**src/hw/rtl/pidc_pkg.sv**
```systemverilog
// Package for the PID control step core: types, constants and state codes.
// No dependencies. Used by every module under hw/rtl.
package pidc_pkg;

   localparam int VALUE_WIDTH_DEF   = 32;
   localparam int FRACTION_BITS_DEF = 16;
   localparam int COUNT_WRAP_DEF    = 10000;
   localparam int COUNT_BITS        = 14;
   localparam int CSR_INDEX_BITS    = 3;
   localparam int CSR_DATA_BITS     = 32;

   // Register indexes.
   typedef enum logic [CSR_INDEX_BITS-1:0] {
      REG_KP   = 3'd0,
      REG_TI   = 3'd1,
      REG_TD   = 3'd2,
      REG_LAG  = 3'd3,
      REG_HL   = 3'd4,
      REG_LL   = 3'd5,
      REG_DT   = 3'd6,
      REG_MODE = 3'd7
   } reg_index_type;

   // Shared unit operations.
   typedef enum logic [1:0] {
      OP_MUL = 2'd0,
      OP_DIV = 2'd1
   } alu_op_type;

   typedef struct packed {
      logic        enable;
      logic        external_sp_on;
      logic [31:0] external_setpoint;
      logic [31:0] internal_setpoint;
      logic [31:0] process_value;
      logic        manual_on;
      logic [31:0] manual_value;
   } req_payload_type;

   typedef struct packed {
      logic [31:0]           drive_value;
      logic [31:0]           setpoint_used;
      logic [31:0]           control_error;
      logic                  internal_sp_active;
      logic                  status_ok;
      logic [31:0]           tracked_manual_value;
      logic [COUNT_BITS-1:0] cycle_count;
   } rsp_payload_type;

   // Sequencer steps.
   typedef enum logic [4:0] {
      ST_IDLE,
      ST_P,
      ST_D1,
      ST_D2,
      ST_D3,
      ST_I1,
      ST_I2,
      ST_I3,
      ST_I4,
      ST_A1,
      ST_A2,
      ST_F1,
      ST_F2,
      ST_FIN,
      ST_OUT
   } seq_state_type;

   // Handshake between sequencer and shared unit.
   typedef struct packed {
      logic       start;
      alu_op_type op;
   } alu_ctrl_type;

endpackage

```
**src/hw/rtl/pidc_alu.sv**
```systemverilog
// Shared multiply / divide unit for the PID core, one bit per cycle.
// Depends on pidc_pkg. Rounds to nearest, ties away from zero, saturates.
module pidc_alu
   import pidc_pkg::*;
#(
   parameter int VALUE_WIDTH   = VALUE_WIDTH_DEF,
   parameter int FRACTION_BITS = FRACTION_BITS_DEF
) (
   input  logic                          clock,
   input  logic                          reset,
   input  alu_ctrl_type                  ctrl,
   input  logic signed [VALUE_WIDTH-1:0] opa,
   input  logic signed [VALUE_WIDTH-1:0] opb,
   output logic                          done,
   output logic signed [VALUE_WIDTH-1:0] result
);

   localparam int W  = VALUE_WIDTH;
   localparam int PW = 2 * W + 2;
   localparam int CW = $clog2(PW + 1);
   localparam logic [PW-1:0] VMAX_MAG = PW'({1'b0, {(W-1){1'b1}}});
   localparam logic [PW-1:0] VMIN_MAG = PW'({1'b1, {(W-1){1'b0}}});

   logic          busy_ff, busy_in;
   logic          div_ff, div_in;
   logic          neg_ff, neg_in;
   logic          zero_div_ff, zero_div_in;
   logic [CW-1:0] cnt_ff, cnt_in;
   logic [PW-1:0] acc_ff, acc_in;   // product or quotient
   logic [PW-1:0] num_ff, num_in;   // multiplier bits or dividend bits
   logic [PW-1:0] rem_ff, rem_in;
   logic [PW-1:0] mb_ff, mb_in;     // magnitude of b
   logic          done_ff, done_in;
   logic signed [W-1:0] res_ff, res_in;
   logic          sa_ff, sa_in;     // sign of a, for divide by zero
   logic          za_ff, za_in;     // a is zero, for divide by zero

   logic [W:0]    mag_a, mag_b;
   logic [PW-1:0] rem_sh, rnd_q, fin_mag;
   logic [PW:0]   rem_sub;

   assign mag_a = opa[W-1] ? (W+1)'(-{opa[W-1], opa}) : (W+1)'({1'b0, opa});
   assign mag_b = opb[W-1] ? (W+1)'(-{opb[W-1], opb}) : (W+1)'({1'b0, opb});

   always_comb begin
      busy_in     = busy_ff;
      div_in      = div_ff;
      neg_in      = neg_ff;
      zero_div_in = zero_div_ff;
      cnt_in      = cnt_ff;
      acc_in      = acc_ff;
      num_in      = num_ff;
      rem_in      = rem_ff;
      mb_in       = mb_ff;
      done_in     = 1'b0;
      res_in      = res_ff;
      sa_in       = sa_ff;
      za_in       = za_ff;
      rem_sh      = '0;
      rem_sub     = '0;
      rnd_q       = '0;
      fin_mag     = '0;
      if (ctrl.start && !busy_ff) begin
         // Latch operand magnitudes and the result sign.
         busy_in     = 1'b1;
         div_in      = (ctrl.op == OP_DIV);
         neg_in      = opa[W-1] ^ opb[W-1];
         zero_div_in = (mag_b == '0);
         sa_in       = opa[W-1];
         za_in       = (mag_a == '0);
         acc_in      = '0;
         rem_in      = '0;
         mb_in       = PW'(mag_b);
         if (ctrl.op == OP_DIV) begin
            num_in = PW'(mag_a) << FRACTION_BITS;
            cnt_in = CW'(W + FRACTION_BITS + 1);
         end else begin
            num_in = PW'(mag_a);
            cnt_in = CW'(W + 1);
         end
      end else if (busy_ff) begin
         if (cnt_ff != '0) begin
            if (div_ff) begin
               // One restoring division step, dividend bits from the top.
               rem_sh  = {rem_ff[PW-2:0], num_ff[W+FRACTION_BITS]};
               rem_sub = {1'b0, rem_sh} - {1'b0, mb_ff};
               num_in  = num_ff << 1;
               if (!rem_sub[PW]) begin
                  rem_in = rem_sub[PW-1:0];
                  acc_in = {acc_ff[PW-2:0], 1'b1};
               end else begin
                  rem_in = rem_sh;
                  acc_in = {acc_ff[PW-2:0], 1'b0};
               end
            end else begin
               // One shift-add multiply step, multiplier bits from the top.
               acc_in = (acc_ff << 1) + (num_ff[W] ? mb_ff : '0);
               num_in = num_ff << 1;
            end
            cnt_in = cnt_ff - 1'b1;
         end else begin
            // Round, then saturate into the value range.
            if (div_ff) begin
               rnd_q = (rem_ff >= mb_ff - rem_ff) ? acc_ff + 1'b1 : acc_ff;
            end else begin
               rnd_q = (acc_ff >> FRACTION_BITS) +
                       PW'(acc_ff[FRACTION_BITS-1]);
            end
            fin_mag = rnd_q;
            if (div_ff && zero_div_ff) begin
               if (za_ff) res_in = '0;
               else res_in = sa_ff ? {1'b1, {(W-1){1'b0}}} : {1'b0, {(W-1){1'b1}}};
            end else if (neg_ff) begin
               if (fin_mag >= VMIN_MAG) res_in = {1'b1, {(W-1){1'b0}}};
               else res_in = W'(-fin_mag);
            end else begin
               if (fin_mag >= VMAX_MAG) res_in = {1'b0, {(W-1){1'b1}}};
               else res_in = W'(fin_mag);
            end
            busy_in = 1'b0;
            done_in = 1'b1;
         end
      end
   end

   always_ff @(posedge clock) begin
      if (reset) begin
         busy_ff <= 1'b0;
         done_ff <= 1'b0;
      end else begin
         busy_ff <= busy_in;
         done_ff <= done_in;
      end
      div_ff      <= div_in;
      neg_ff      <= neg_in;
      zero_div_ff <= zero_div_in;
      cnt_ff      <= cnt_in;
      acc_ff      <= acc_in;
      num_ff      <= num_in;
      rem_ff      <= rem_in;
      mb_ff       <= mb_in;
      res_ff      <= res_in;
      sa_ff       <= sa_in;
      za_ff       <= za_in;
   end

   assign done   = done_ff;
   assign result = res_ff;

endmodule

```
**src/hw/rtl/pid_controller_step_core.sv**
```systemverilog
// Top level of the PID control step core: registers, state, sequencer.
// Depends on pidc_pkg and pidc_alu.
//
//  channel | direction | ports
//  req     | in        | req_valid, req_ready, req_payload
//  rsp     | out       | rsp_valid, rsp_ready, rsp_payload
//  csr     | in        | csr_write, csr_index, csr_data
//
// An enabled beat takes up to eleven serial operations of the shared unit
// (eight multiplies and three divides, on Q16.16 values by default); a disabled
// beat skips the shared unit. The serial unit sets the length of a beat. Reset
// is synchronous; it clears the controller state and loads the defaults into
// the configuration registers. The request side is ready whenever the
// sequencer is idle; a finished beat waits while an earlier result is still
// held, and a stalled response holds its payload.
module pid_controller_step_core
   import pidc_pkg::*;
#(
   parameter int VALUE_WIDTH   = VALUE_WIDTH_DEF,
   parameter int FRACTION_BITS = FRACTION_BITS_DEF,
   parameter int COUNT_WRAP    = COUNT_WRAP_DEF
) (
   input  logic                      clock,
   input  logic                      reset,
   input  logic                      req_valid,
   output logic                      req_ready,
   input  req_payload_type           req_payload,
   output logic                      rsp_valid,
   input  logic                      rsp_ready,
   output rsp_payload_type           rsp_payload,
   input  logic                      csr_write,
   input  logic [CSR_INDEX_BITS-1:0] csr_index,
   input  logic [CSR_DATA_BITS-1:0]  csr_data
);

   localparam int W = VALUE_WIDTH;
   localparam logic signed [W-1:0] VMAX = {1'b0, {(W-1){1'b1}}};
   localparam logic signed [W-1:0] VMIN = {1'b1, {(W-1){1'b0}}};
   localparam logic signed [W-1:0] ONE  = W'(1) << FRACTION_BITS;
   localparam longint TI_MIN_L = ((64'd1 << FRACTION_BITS) + 64'd999) / 64'd1000;
   localparam logic signed [W-1:0] TI_MIN = W'(TI_MIN_L);

   // Saturating add and subtract.
   function automatic logic signed [W-1:0] sadd(input logic signed [W-1:0] a,
                                                input logic signed [W-1:0] b);
      logic signed [W:0] s;
      s = {a[W-1], a} + {b[W-1], b};
      if (s[W] != s[W-1]) return s[W] ? VMIN : VMAX;
      return s[W-1:0];
   endfunction

   function automatic logic signed [W-1:0] ssub(input logic signed [W-1:0] a,
                                                input logic signed [W-1:0] b);
      logic signed [W:0] s;
      s = {a[W-1], a} - {b[W-1], b};
      if (s[W] != s[W-1]) return s[W] ? VMIN : VMAX;
      return s[W-1:0];
   endfunction

   // Saturate a 32-bit signed field into the value range.
   function automatic logic signed [W-1:0] sfield(input logic [31:0] x);
      logic signed [63:0] v;
      v = 64'(signed'(x));
      if (v > 64'(VMAX)) return VMAX;
      if (v < 64'(VMIN)) return VMIN;
      return W'(v);
   endfunction

   function automatic logic signed [W-1:0] ufield(input logic [30:0] x);
      logic signed [63:0] v;
      v = 64'(x);
      if (v > 64'(VMAX)) return VMAX;
      return W'(v);
   endfunction

   // Configuration registers.
   logic [31:0] kp_ff, ti_ff, hl_ff, ll_ff;
   logic [30:0] td_ff, lag_ff, dt_ff;
   logic [3:0]  mode_ff;
   logic        ti_fix;

   always_ff @(posedge clock) begin
      if (reset) begin
         kp_ff   <= 32'd65536;
         ti_ff   <= 32'd6553600;
         td_ff   <= 31'd0;
         lag_ff  <= 31'd6554;
         hl_ff   <= 32'd6553600;
         ll_ff   <= 32'd0;
         dt_ff   <= 31'd65536;
         mode_ff <= 4'd3;
      end else if (csr_write) begin
         unique case (reg_index_type'(csr_index))
            REG_KP:   kp_ff   <= csr_data;
            REG_TI:   ti_ff   <= csr_data;
            REG_TD:   td_ff   <= csr_data[30:0];
            REG_LAG:  lag_ff  <= csr_data[30:0];
            REG_HL:   hl_ff   <= csr_data;
            REG_LL:   ll_ff   <= csr_data;
            REG_DT:   dt_ff   <= csr_data[30:0];
            REG_MODE: mode_ff <= csr_data[3:0];
            default:  ;
         endcase
      end else if (ti_fix) begin
         ti_ff <= 32'(TI_MIN);
      end
   end

   // Persistent controller state.
   logic signed [W-1:0] psp_ff, perr_ff, ppv_ff, pout_ff, pint_ff, pfilt_ff, hman_ff;
   logic signed [W-1:0] psp_in, perr_in, ppv_in, pout_in, pint_in, pfilt_in, hman_in;
   logic                hint_ff, hint_in;
   logic [COUNT_BITS-1:0] tick_ff, tick_in;

   // Per-beat working registers.
   seq_state_type       state_ff, state_in;
   req_payload_type     req_ff, req_in;
   logic signed [W-1:0] sp_ff, sp_in, pv_ff, pv_in, e_ff, e_in, kpf_ff, kpf_in;
   logic signed [W-1:0] p_ff, p_in, d_ff, d_in, i_ff, i_in, t_ff, t_in, dt_ff2, dt_in2;
   logic signed [W-1:0] alpha_ff, alpha_in;
   logic                ok_ff, ok_in, ena_ff, ena_in;
   rsp_payload_type     rsp_ff, rsp_in;
   logic                rv_ff, rv_in;

   alu_ctrl_type        actl;
   logic signed [W-1:0] aa, ab, ares;
   logic                adone;

   pidc_alu #(
      .VALUE_WIDTH  (VALUE_WIDTH),
      .FRACTION_BITS(FRACTION_BITS)
   ) u_alu (
      .clock (clock),
      .reset (reset),
      .ctrl  (actl),
      .opa   (aa),
      .opb   (ab),
      .done  (adone),
      .result(ares)
   );

   logic signed [W-1:0] hl_v, ll_v, pred, dsrc, mv, trk, filt;
   logic [W:0]          ti_mag;

   assign hl_v = sfield(hl_ff);
   assign ll_v = sfield(ll_ff);

   // Sequencer: each arithmetic step issues one operation and waits for it.
   always_comb begin
      state_in = state_ff;
      req_in   = req_ff;
      psp_in = psp_ff; perr_in = perr_ff; ppv_in = ppv_ff; pout_in = pout_ff;
      pint_in = pint_ff; pfilt_in = pfilt_ff; hman_in = hman_ff; hint_in = hint_ff;
      tick_in = tick_ff;
      sp_in = sp_ff; pv_in = pv_ff; e_in = e_ff; kpf_in = kpf_ff; p_in = p_ff;
      d_in = d_ff; i_in = i_ff; t_in = t_ff; dt_in2 = dt_ff2; alpha_in = alpha_ff;
      ok_in = ok_ff; ena_in = ena_ff;
      rsp_in = rsp_ff;
      rv_in  = rv_ff;
      actl.start = 1'b0;
      actl.op    = OP_MUL;
      aa = '0;
      ab = '0;
      ti_fix = 1'b0;
      pred = '0; dsrc = '0; mv = '0; trk = '0; filt = '0;
      ti_mag = '0;
      req_ready = 1'b0;
      if (rv_ff && rsp_ready) rv_in = 1'b0;
      unique case (state_ff)
         ST_IDLE: begin
            req_ready = 1'b1;
            if (req_valid) begin
               req_in = req_payload;
               tick_in = (32'(tick_ff) + 1 >= COUNT_WRAP) ? '0 : tick_ff + 1'b1;
               ena_in = req_payload.enable;
               ok_in  = req_payload.enable;
               sp_in  = req_payload.external_sp_on ? sfield(req_payload.external_setpoint)
                                                   : sfield(req_payload.internal_setpoint);
               pv_in  = sfield(req_payload.process_value);
               dt_in2 = (dt_ff == '0) ? W'(1) : ufield(dt_ff);
               state_in = req_payload.enable ? ST_P : ST_OUT;
            end
         end
         ST_P: begin
            // Proportional term.
            e_in   = ssub(sp_ff, pv_ff);
            kpf_in = mode_ff[0] ? sfield(kp_ff) : ssub('0, sfield(kp_ff));
            actl.start = !adone;
            actl.op = OP_MUL;
            aa = mode_ff[0] ? sfield(kp_ff) : ssub('0, sfield(kp_ff));
            ab = ssub(sp_ff, pv_ff);
            if (adone) begin
               p_in = ares;
               if (mode_ff[3:2] == 2'd3) begin
                  d_in = '0; ok_in = 1'b0; state_in = ST_I1;
               end else state_in = ST_D1;
            end
         end
         ST_D1: begin
            actl.start = !adone; aa = kpf_ff; ab = ufield(td_ff);
            if (adone) begin t_in = ares; state_in = ST_D2; end
         end
         ST_D2: begin
            case (mode_ff[3:2])
               2'd0:    dsrc = ssub(e_ff, perr_ff);
               2'd1:    dsrc = ssub(ppv_ff, pv_ff);
               default: dsrc = ssub(sp_ff, psp_ff);
            endcase
            actl.start = !adone; aa = t_ff; ab = dsrc;
            if (adone) begin t_in = ares; state_in = ST_D3; end
         end
         ST_D3: begin
            actl.start = !adone; actl.op = OP_DIV; aa = t_ff; ab = dt_ff2;
            if (adone) begin d_in = ares; state_in = ST_I1; end
         end
         ST_I1: begin
            // Integral: tracking, hold or accumulate.
            ti_mag = ti_ff[31] ? (W+1)'(-{ti_ff[31], sfield(ti_ff)})
                               : (W+1)'({1'b0, sfield(ti_ff)});
            if (req_ff.manual_on) begin
               i_in = ssub(ssub(pout_ff, p_ff), d_ff);
               state_in = ST_A1;
            end else if (!mode_ff[1]) begin
               i_in = pint_ff;
               state_in = ST_A1;
            end else begin
               if (64'(ti_mag) * 64'd1000 < (64'd1 << FRACTION_BITS)) begin
                  ti_fix = 1'b1;
                  ok_in = 1'b0;
               end
               state_in = ST_I2;
            end
         end
         ST_I2: begin
            actl.start = !adone; actl.op = OP_DIV; aa = kpf_ff; ab = sfield(ti_ff);
            if (adone) begin t_in = ares; state_in = ST_I3; end
         end
         ST_I3: begin
            actl.start = !adone; aa = t_ff; ab = dt_ff2;
            if (adone) begin t_in = ares; state_in = ST_I4; end
         end
         ST_I4: begin
            actl.start = !adone; aa = t_ff; ab = e_ff;
            if (adone) begin
               i_in = sadd(pint_ff, ares);
               pred = sadd(sadd(p_ff, i_in), d_ff);
               if ((pred > hl_v && i_in > pint_ff) || (pred < ll_v && i_in < pint_ff))
                  i_in = pint_ff;
               state_in = ST_A1;
            end
         end
         ST_A1: begin
            // Lag coefficient alpha = dt / (dt + lag * td).
            actl.start = !adone; aa = ufield(lag_ff); ab = ufield(td_ff);
            if (adone) begin t_in = sadd(dt_ff2, ares); state_in = ST_A2; end
         end
         ST_A2: begin
            actl.start = !adone; actl.op = OP_DIV; aa = dt_ff2; ab = t_ff;
            if (adone) begin alpha_in = ares; state_in = ST_F1; end
         end
         ST_F1: begin
            actl.start = !adone; aa = ssub(ONE, alpha_ff); ab = pfilt_ff;
            if (adone) begin t_in = ares; state_in = ST_F2; end
         end
         ST_F2: begin
            actl.start = !adone; aa = alpha_ff; ab = sadd(sadd(p_ff, d_ff), i_ff);
            if (adone) begin t_in = sadd(t_ff, ares); state_in = ST_FIN; end
         end
         ST_FIN: begin
            // Commit state.
            filt = t_ff;
            trk  = req_ff.manual_on ? sfield(req_ff.manual_value) : filt;
            if (trk < ll_v) mv = ll_v;
            else if (trk > hl_v) mv = hl_v;
            else mv = trk;
            psp_in = sp_ff; perr_in = e_ff; ppv_in = pv_ff; pout_in = mv;
            pint_in = i_ff; pfilt_in = filt; hman_in = trk;
            hint_in = !req_ff.external_sp_on;
            state_in = ST_OUT;
         end
         ST_OUT: begin
            if (!rv_ff) begin
               rsp_in.drive_value          = 32'(pout_ff);
               rsp_in.setpoint_used        = 32'(psp_ff);
               rsp_in.control_error        = 32'(perr_ff);
               rsp_in.internal_sp_active   = hint_ff;
               rsp_in.status_ok            = ok_ff && ena_ff;
               rsp_in.tracked_manual_value = 32'(hman_ff);
               rsp_in.cycle_count          = tick_ff;
               rv_in    = 1'b1;
               state_in = ST_IDLE;
            end
         end
         default: state_in = ST_IDLE;
      endcase
   end

   always_ff @(posedge clock) begin
      if (reset) begin
         state_ff <= ST_IDLE;
         rv_ff    <= 1'b0;
         psp_ff <= '0; perr_ff <= '0; ppv_ff <= '0; pout_ff <= '0;
         pint_ff <= '0; pfilt_ff <= '0; hman_ff <= '0; hint_ff <= 1'b0;
         tick_ff <= '0;
      end else begin
         state_ff <= state_in;
         rv_ff    <= rv_in;
         psp_ff <= psp_in; perr_ff <= perr_in; ppv_ff <= ppv_in; pout_ff <= pout_in;
         pint_ff <= pint_in; pfilt_ff <= pfilt_in; hman_ff <= hman_in; hint_ff <= hint_in;
         tick_ff <= tick_in;
      end
      req_ff <= req_in;
      sp_ff <= sp_in; pv_ff <= pv_in; e_ff <= e_in; kpf_ff <= kpf_in; p_ff <= p_in;
      d_ff <= d_in; i_ff <= i_in; t_ff <= t_in; dt_ff2 <= dt_in2; alpha_ff <= alpha_in;
      ok_ff <= ok_in; ena_ff <= ena_in;
      rsp_ff <= rsp_in;
   end

   assign rsp_valid   = rv_ff;
   assign rsp_payload = rsp_ff;

endmodule

```
**config.mk**
```make
export PLATFORM = sky130hd
export DESIGN_NAME = pid_controller_step_core
export DESIGN_NICKNAME = d
export VERILOG_FILES = /design/src/hw/rtl/pidc_pkg.sv /design/src/hw/rtl/pidc_alu.sv /design/src/hw/rtl/pid_controller_step_core.sv
export SDC_FILE = /design/constraint.sdc
export NUM_CORES = 2
export LEC_CHECK = 0
export BUFFER_PORTS_ARGS = -buffer_cell sky130_fd_sc_hd__clkbuf_2
export CAP_MARGIN = 10
export CORE_UTILIZATION = 31
export CTS_CLUSTER_DIAMETER = 40
export DETAILED_ROUTE_END_ITERATION = 10
export PLACE_DENSITY = 0.55
export SYNTH_ARGS = -nofsm -noshare
export SYNTH_HDL_FRONTEND = slang
export SYNTH_SLANG_ARGS = --single-unit
```
**constraint.sdc**
```tcl
create_clock -name clock -period 30.2 [get_ports clock]
set_input_delay 0 -clock clock [delete_from_list [all_inputs] [get_ports clock]]
set_output_delay 0 -clock clock [all_outputs]
set_load 0.01 [all_outputs]
```
==> flow_summary.html <==
<table>
<tr><th>Metric</th><th>Value</th></tr>
<tr><th colspan="2">Global routing</th></tr>
<tr><td>Number of global-route vias before repair</td><td>82000</td></tr>
<tr><td>Antenna violations before repair</td><td>29</td></tr>
<tr><td>Largest net degree at the start of global routing</td><td>190</td></tr>
<tr><td>Gr usage total</td><td>24.0%</td></tr>
<tr><td>GRT Residual Overflow</td><td>0</td></tr>
<tr><td>First-pass GRT wire length</td><td>555 mm</td></tr>
<tr><th colspan="2">Drt</th></tr>
<tr><td>Drt initial violations</td><td>9063</td></tr>
<tr><td>Mean number of vias per cell</td><td>5.56</td></tr>
<tr><td>Post-detailed-route count of antenna-violating nets</td><td>0</td></tr>
<tr><td>Vias after detailed routing</td><td>87400</td></tr>
<tr><td>Routed wire length</td><td>382 mm</td></tr>
<tr><td>Average wire per cell in the routed design</td><td>24.3 µm</td></tr>
<tr><td>DRC violation count after routing</td><td>0</td></tr>
<tr><td>Detailed-router iteration count before antenna repair</td><td>8</td></tr>
<tr><th colspan="2">Cells and area</th></tr>
<tr><td>Most frequent standard cell in the layout excluding fill and tap cells</td><td>sky130_fd_sc_hd__nand2_1</td></tr>
<tr><td>Cell area after layout</td><td>111000 µm²</td></tr>
<tr><td>Cell Count, Final, Fillers Out</td><td>15700</td></tr>
<tr><td>Number of fill cells</td><td>31000</td></tr>
<tr><td>Fraction of final layout cells with drive strength greater than 1</td><td>9.60%</td></tr>
<tr><td>Area added between synthesis and finish</td><td>17.6%</td></tr>
<tr><td>Net total in the final layout</td><td>12700</td></tr>
<tr><td>Most frequent cells in the layout</td><td>1373 x sky130_fd_sc_hd__nand2_1, 996 x sky130_fd_sc_hd__a21oi_1, 821 x sky130_fd_sc_hd__ha_1</td></tr>
<tr><th colspan="2">CTS</th></tr>
<tr><td>Num Clock Sinks</td><td>1228</td></tr>
<tr><td>Clk slew on worst S/H paths</td><td>0.06 ns</td></tr>
<tr><td>TritonCTS clock tree</td><td>yes</td></tr>
<tr><td>Clk Latency, worst-skew pair</td><td>0.92 ns</td></tr>
<tr><td>Clock root buffer</td><td>sky130_fd_sc_hd__clkbuf_16</td></tr>
<tr><td>H-tree level count</td><td>4</td></tr>
<tr><td>Buffers from clock root to sink, at most</td><td>4</td></tr>
<tr><td>Number of post-CTS setup repair buffers</td><td>0</td></tr>
<tr><td>Num CTS Buffers</td><td>222</td></tr>
<tr><th colspan="2">STA</th></tr>
<tr><td>Final setup violation count</td><td>0</td></tr>
<tr><td>Total negative slack for setup checks</td><td>0 ns</td></tr>
<tr><td>Post-route worst hold slack</td><td>0.0812 ns</td></tr>
<tr><td>Share of the cycle needed by the critical path after routing</td><td>72.0%</td></tr>
<tr><td>Count of pins over their slew limit</td><td>0</td></tr>
<tr><td>Min Tclk post-route</td><td>21.74 ns</td></tr>
<tr><td>Worst slew margin</td><td>16.7%</td></tr>
<tr><td>Clock Skews</td><td>0.0989 ns</td></tr>
<tr><td>Actual transition at the worst max-transition pin</td><td>1.24 ns</td></tr>
<tr><td>RSZ-0062 raised after global routing</td><td>no</td></tr>
<tr><td>Peak clock frequency supported by timing</td><td>46.0 MHz</td></tr>
<tr><td>Final Hold Fails</td><td>0</td></tr>
<tr><th colspan="2">Synth</th></tr>
<tr><td>Total number of yosys warnings</td><td>0</td></tr>
<tr><td>Count of flip-flops with a built-in enable after synthesis</td><td>625</td></tr>
<tr><td>Mean instance size in the synthesized netlist</td><td>8.44 µm²</td></tr>
<tr><td>Count of state elements after synthesis</td><td>1228</td></tr>
<tr><td>Fraction of synthesis flops using an asynchronous set or reset pin</td><td>0%</td></tr>
<tr><td>Sequential share of the synthesized area</td><td>32.8%</td></tr>
<tr><td>Post-synthesis instance area</td><td>94100 µm²</td></tr>
<tr><td>Gate count after technology mapping</td><td>11100</td></tr>
<tr><td>Primary FF master, synth</td><td>sky130_fd_sc_hd__edfxtp_1</td></tr>
<tr><td>Cell variety after synth</td><td>120</td></tr>
<tr><th colspan="2">Critical path</th></tr>
<tr><td>Data required time of the critical path</td><td>30.79 ns</td></tr>
<tr><td>Start point of the critical path</td><td>u_alu.result[0]</td></tr>
<tr><td>WS Path Type</td><td>register to register</td></tr>
<tr><td>Startpoint of the most critical register-to-register path</td><td>u_alu.result[0]</td></tr>
<tr><td>Crit end category</td><td>register</td></tr>
<tr><td>Largest incremental delay on the critical path</td><td>0.90 ns</td></tr>
<tr><td>Data arrival, critical path</td><td>22.33 ns</td></tr>
<tr><td>Startpoint Class</td><td>register</td></tr>
<tr><td>CP max-delay cell</td><td>sky130_fd_sc_hd__ha_1</td></tr>
<tr><td>Crit-path max FO</td><td>33</td></tr>
<tr><td>Crit path top cell by count</td><td>sky130_fd_sc_hd__a21oi_1</td></tr>
<tr><th colspan="2">Floorplan</th></tr>
<tr><td>Std-Cell Rows</td><td>201</td></tr>
<tr><td>Total Die Area</td><td>306000 µm²</td></tr>
<tr><td>Initial core utilization</td><td>31.3%</td></tr>
<tr><td>Std-Cell Core Area</td><td>301000 µm²</td></tr>
<tr><td>Y dimension of the die</td><td>553 µm</td></tr>
<tr><td>I/O pin cnt</td><td>317</td></tr>
<tr><td>Horiz. Die Dim</td><td>553 µm</td></tr>
<tr><th colspan="2">Power</th></tr>
<tr><td>Switch Pwr</td><td>4.44 mW</td></tr>
<tr><td>Switching share of total power</td><td>44.9%</td></tr>
<tr><td>Worst IR Drop VDD</td><td>0.0872 mV</td></tr>
<tr><td>PnR Total Power</td><td>9.90 mW</td></tr>
<tr><td>Power per standard cell area</td><td>89.5 nW/µm²</td></tr>
<tr><td>Leakage</td><td>43.7 nW</td></tr>
<tr><td>Sequential power share</td><td>24.7%</td></tr>
<tr><td>Internal power summed over all cells</td><td>5.45 mW</td></tr>
<tr><td>Part of the total power dissipated in combinational logic</td><td>48.6%</td></tr>
<tr><td>Clk network pwr share</td><td>26.7%</td></tr>
<tr><th colspan="2">Placed design</th></tr>
<tr><td>Dpl cells</td><td>15000</td></tr>
<tr><td>Placed wire-length estimate</td><td>291 mm</td></tr>
<tr><td>Port Buffer Count</td><td>316</td></tr>
<tr><td>Weighted congestion reported at the end of routability-driven placement</td><td>0.988</td></tr>
<tr><td>Cell area after placement</td><td>99700 µm²</td></tr>
<tr><th colspan="2">Job</th></tr>
<tr><td>Number of max-capacitance violations reported</td><td>0</td></tr>
<tr><th colspan="2">Run status</th></tr>
<tr><td>Run status</td><td>finished, final reports clean</td></tr>
<tr><th colspan="2">Min path</th></tr>
<tr><td>Hold/Removal Path Class</td><td>input port to register</td></tr>
<tr><td>Min-delay src</td><td>req_payload[130]</td></tr>
</table>
stage by stage:
step	utilization [%]	setup WS, ns
2_1_floorplan	-	14.05
3_3_place_gp	33.1	9.18
3_5_place_dp	33.1	9.13
4_1_cts	36.8	8.90
5_1_grt	36.8	7.14
6_report	36.8	8.46
power by group through the flow:
stage	logic (mW)	registers, mW	clock network, mW
3_5_place_dp	4.68	2.46	0
2_1_floorplan	3.29	2.27	0
4_1_cts	4.74	2.43	2.67
6_report	4.81	2.44	2.64
3_3_place_gp	4.69	2.47	0
5_1_grt	5.22	2.46	2.74
Yosys cell counts, types with 63 or more instances:
master | number | share of area (%)
sky130_fd_sc_hd__fa_1 | 137 | 2.9
sky130_fd_sc_hd__mux2_2 | 79 | 0.95
sky130_fd_sc_hd__dfxtp_1 | 603 | 13
sky130_fd_sc_hd__xnor2_1 | 400 | 3.7
sky130_fd_sc_hd__a21o_1 | 231 | 1.8
sky130_fd_sc_hd__xor2_1 | 287 | 2.7
sky130_fd_sc_hd__nor4_1 | 75 | 0.50
sky130_fd_sc_hd__inv_1 | 775 | 3.1
sky130_fd_sc_hd__a21oi_1 | 998 | 5.3
sky130_fd_sc_hd__or3_1 | 83 | 0.55
sky130_fd_sc_hd__and3_1 | 139 | 0.92
sky130_fd_sc_hd__nor2b_1 | 133 | 0.88
sky130_fd_sc_hd__o21ai_0 | 691 | 3.7
sky130_fd_sc_hd__a31oi_1 | 91 | 0.61
sky130_fd_sc_hd__o211ai_1 | 68 | 0.54
sky130_fd_sc_hd__or2_2 | 69 | 0.46
sky130_fd_sc_hd__mux2i_1 | 63 | 0.67
sky130_fd_sc_hd__edfxtp_1 | 625 | 20
sky130_fd_sc_hd__ha_1 | 821 | 11
sky130_fd_sc_hd__nand2b_1 | 126 | 0.84
sky130_fd_sc_hd__a211oi_1 | 169 | 1.3
sky130_fd_sc_hd__nand2_1 | 1374 | 5.5
sky130_fd_sc_hd__o21a_1 | 114 | 0.91
sky130_fd_sc_hd__nor3_1 | 254 | 1.4
sky130_fd_sc_hd__nor2_1 | 684 | 2.7
sky130_fd_sc_hd__nand3_1 | 242 | 1.3
sky130_fd_sc_hd__a22oi_1 | 143 | 1.1
sky130_fd_sc_hd__o31ai_1 | 79 | 0.63
sky130_fd_sc_hd__nand4_1 | 124 | 0.82
sky130_fd_sc_hd__clkbuf_1 | 484 | 1.9
sky130_fd_sc_hd__and2_1 | 98 | 0.65
state kept, by name (all words and copies together) (netlist names), 33 cells and up:
register and count:
u_alu.acc_ff 66, u_alu.mb_ff 33, rsp_payload 144, req_ff 34, u_alu.rem_ff 66, u_alu.num_ff 49
critical path, delay by kind of cell, from the launching register on:
kind,cells,cell delay (ns)
AO/OA/AOI/OAI,51,12.90
adder cells (fa/ha/maj),7,2.82
AND/OR/NAND/NOR,17,2.46
buffers and inverters,6,1.96
flip-flops,1,0.57
XOR/XNOR,3,0.46
multiplexers,1,0.19
routing by layer:
metal,track usage (%),up-vias,share of wire (%)
met5,0,-,0.022
met4,12.2,12,5.6
met3,4.39,760,8.9
met2,36.7,3799,43
met1,32.3,41700,43
li1,-,41100,-
cell type report:
type / instances / area [µm²] / area share, %
multi-input cells: 8589 / 58400 / 52.8
diodes: 17 / 42.5 / 0.0385
well taps: 3958 / 4950 / 4.48
clock buffers: 248 / 5770 / 5.21
repair buffers: 739 / 5550 / 5.02
inverters: 779 / 2930 / 2.65
flip-flops and latches: 1228 / 30800 / 27.9
clock inverters: 169 / 2090 / 1.89
path summary, 6_finish.rpt:
| kind | end | slack, ns | cells past startpoint |
|---|---|---|---|
| max | i_ff[12] | 8.46 | 85 |
| min | ena_ff | 0.08 | 2 |
| max reg2reg | i_ff[12] | 8.46 | 85 |
| min reg2reg | rsp_payload[35] | 0.43 | 0 |
cells by family after synthesis:
group	after synthesis	synth area share, %
DFF	1228	32.8
buffers and inverters	1330	5.38
xor gates and xnor gates	687	6.39
and+or+nand+nor	3579	18.1
muxes	145	1.66
AOI/OAI and AO/OA	3193	21.7
other	2	0.00798
adders and majority gates	978	14.0
timing repair:
item / in CTS / in global routing
hold buffers: 304 / 0
gates resized for setup: 0 / 0
hold endpoints to repair: 383 / 0
endpoints found under the setup margin: 0 / 0
Note: power is estimated with default switching activity, not from simulation.
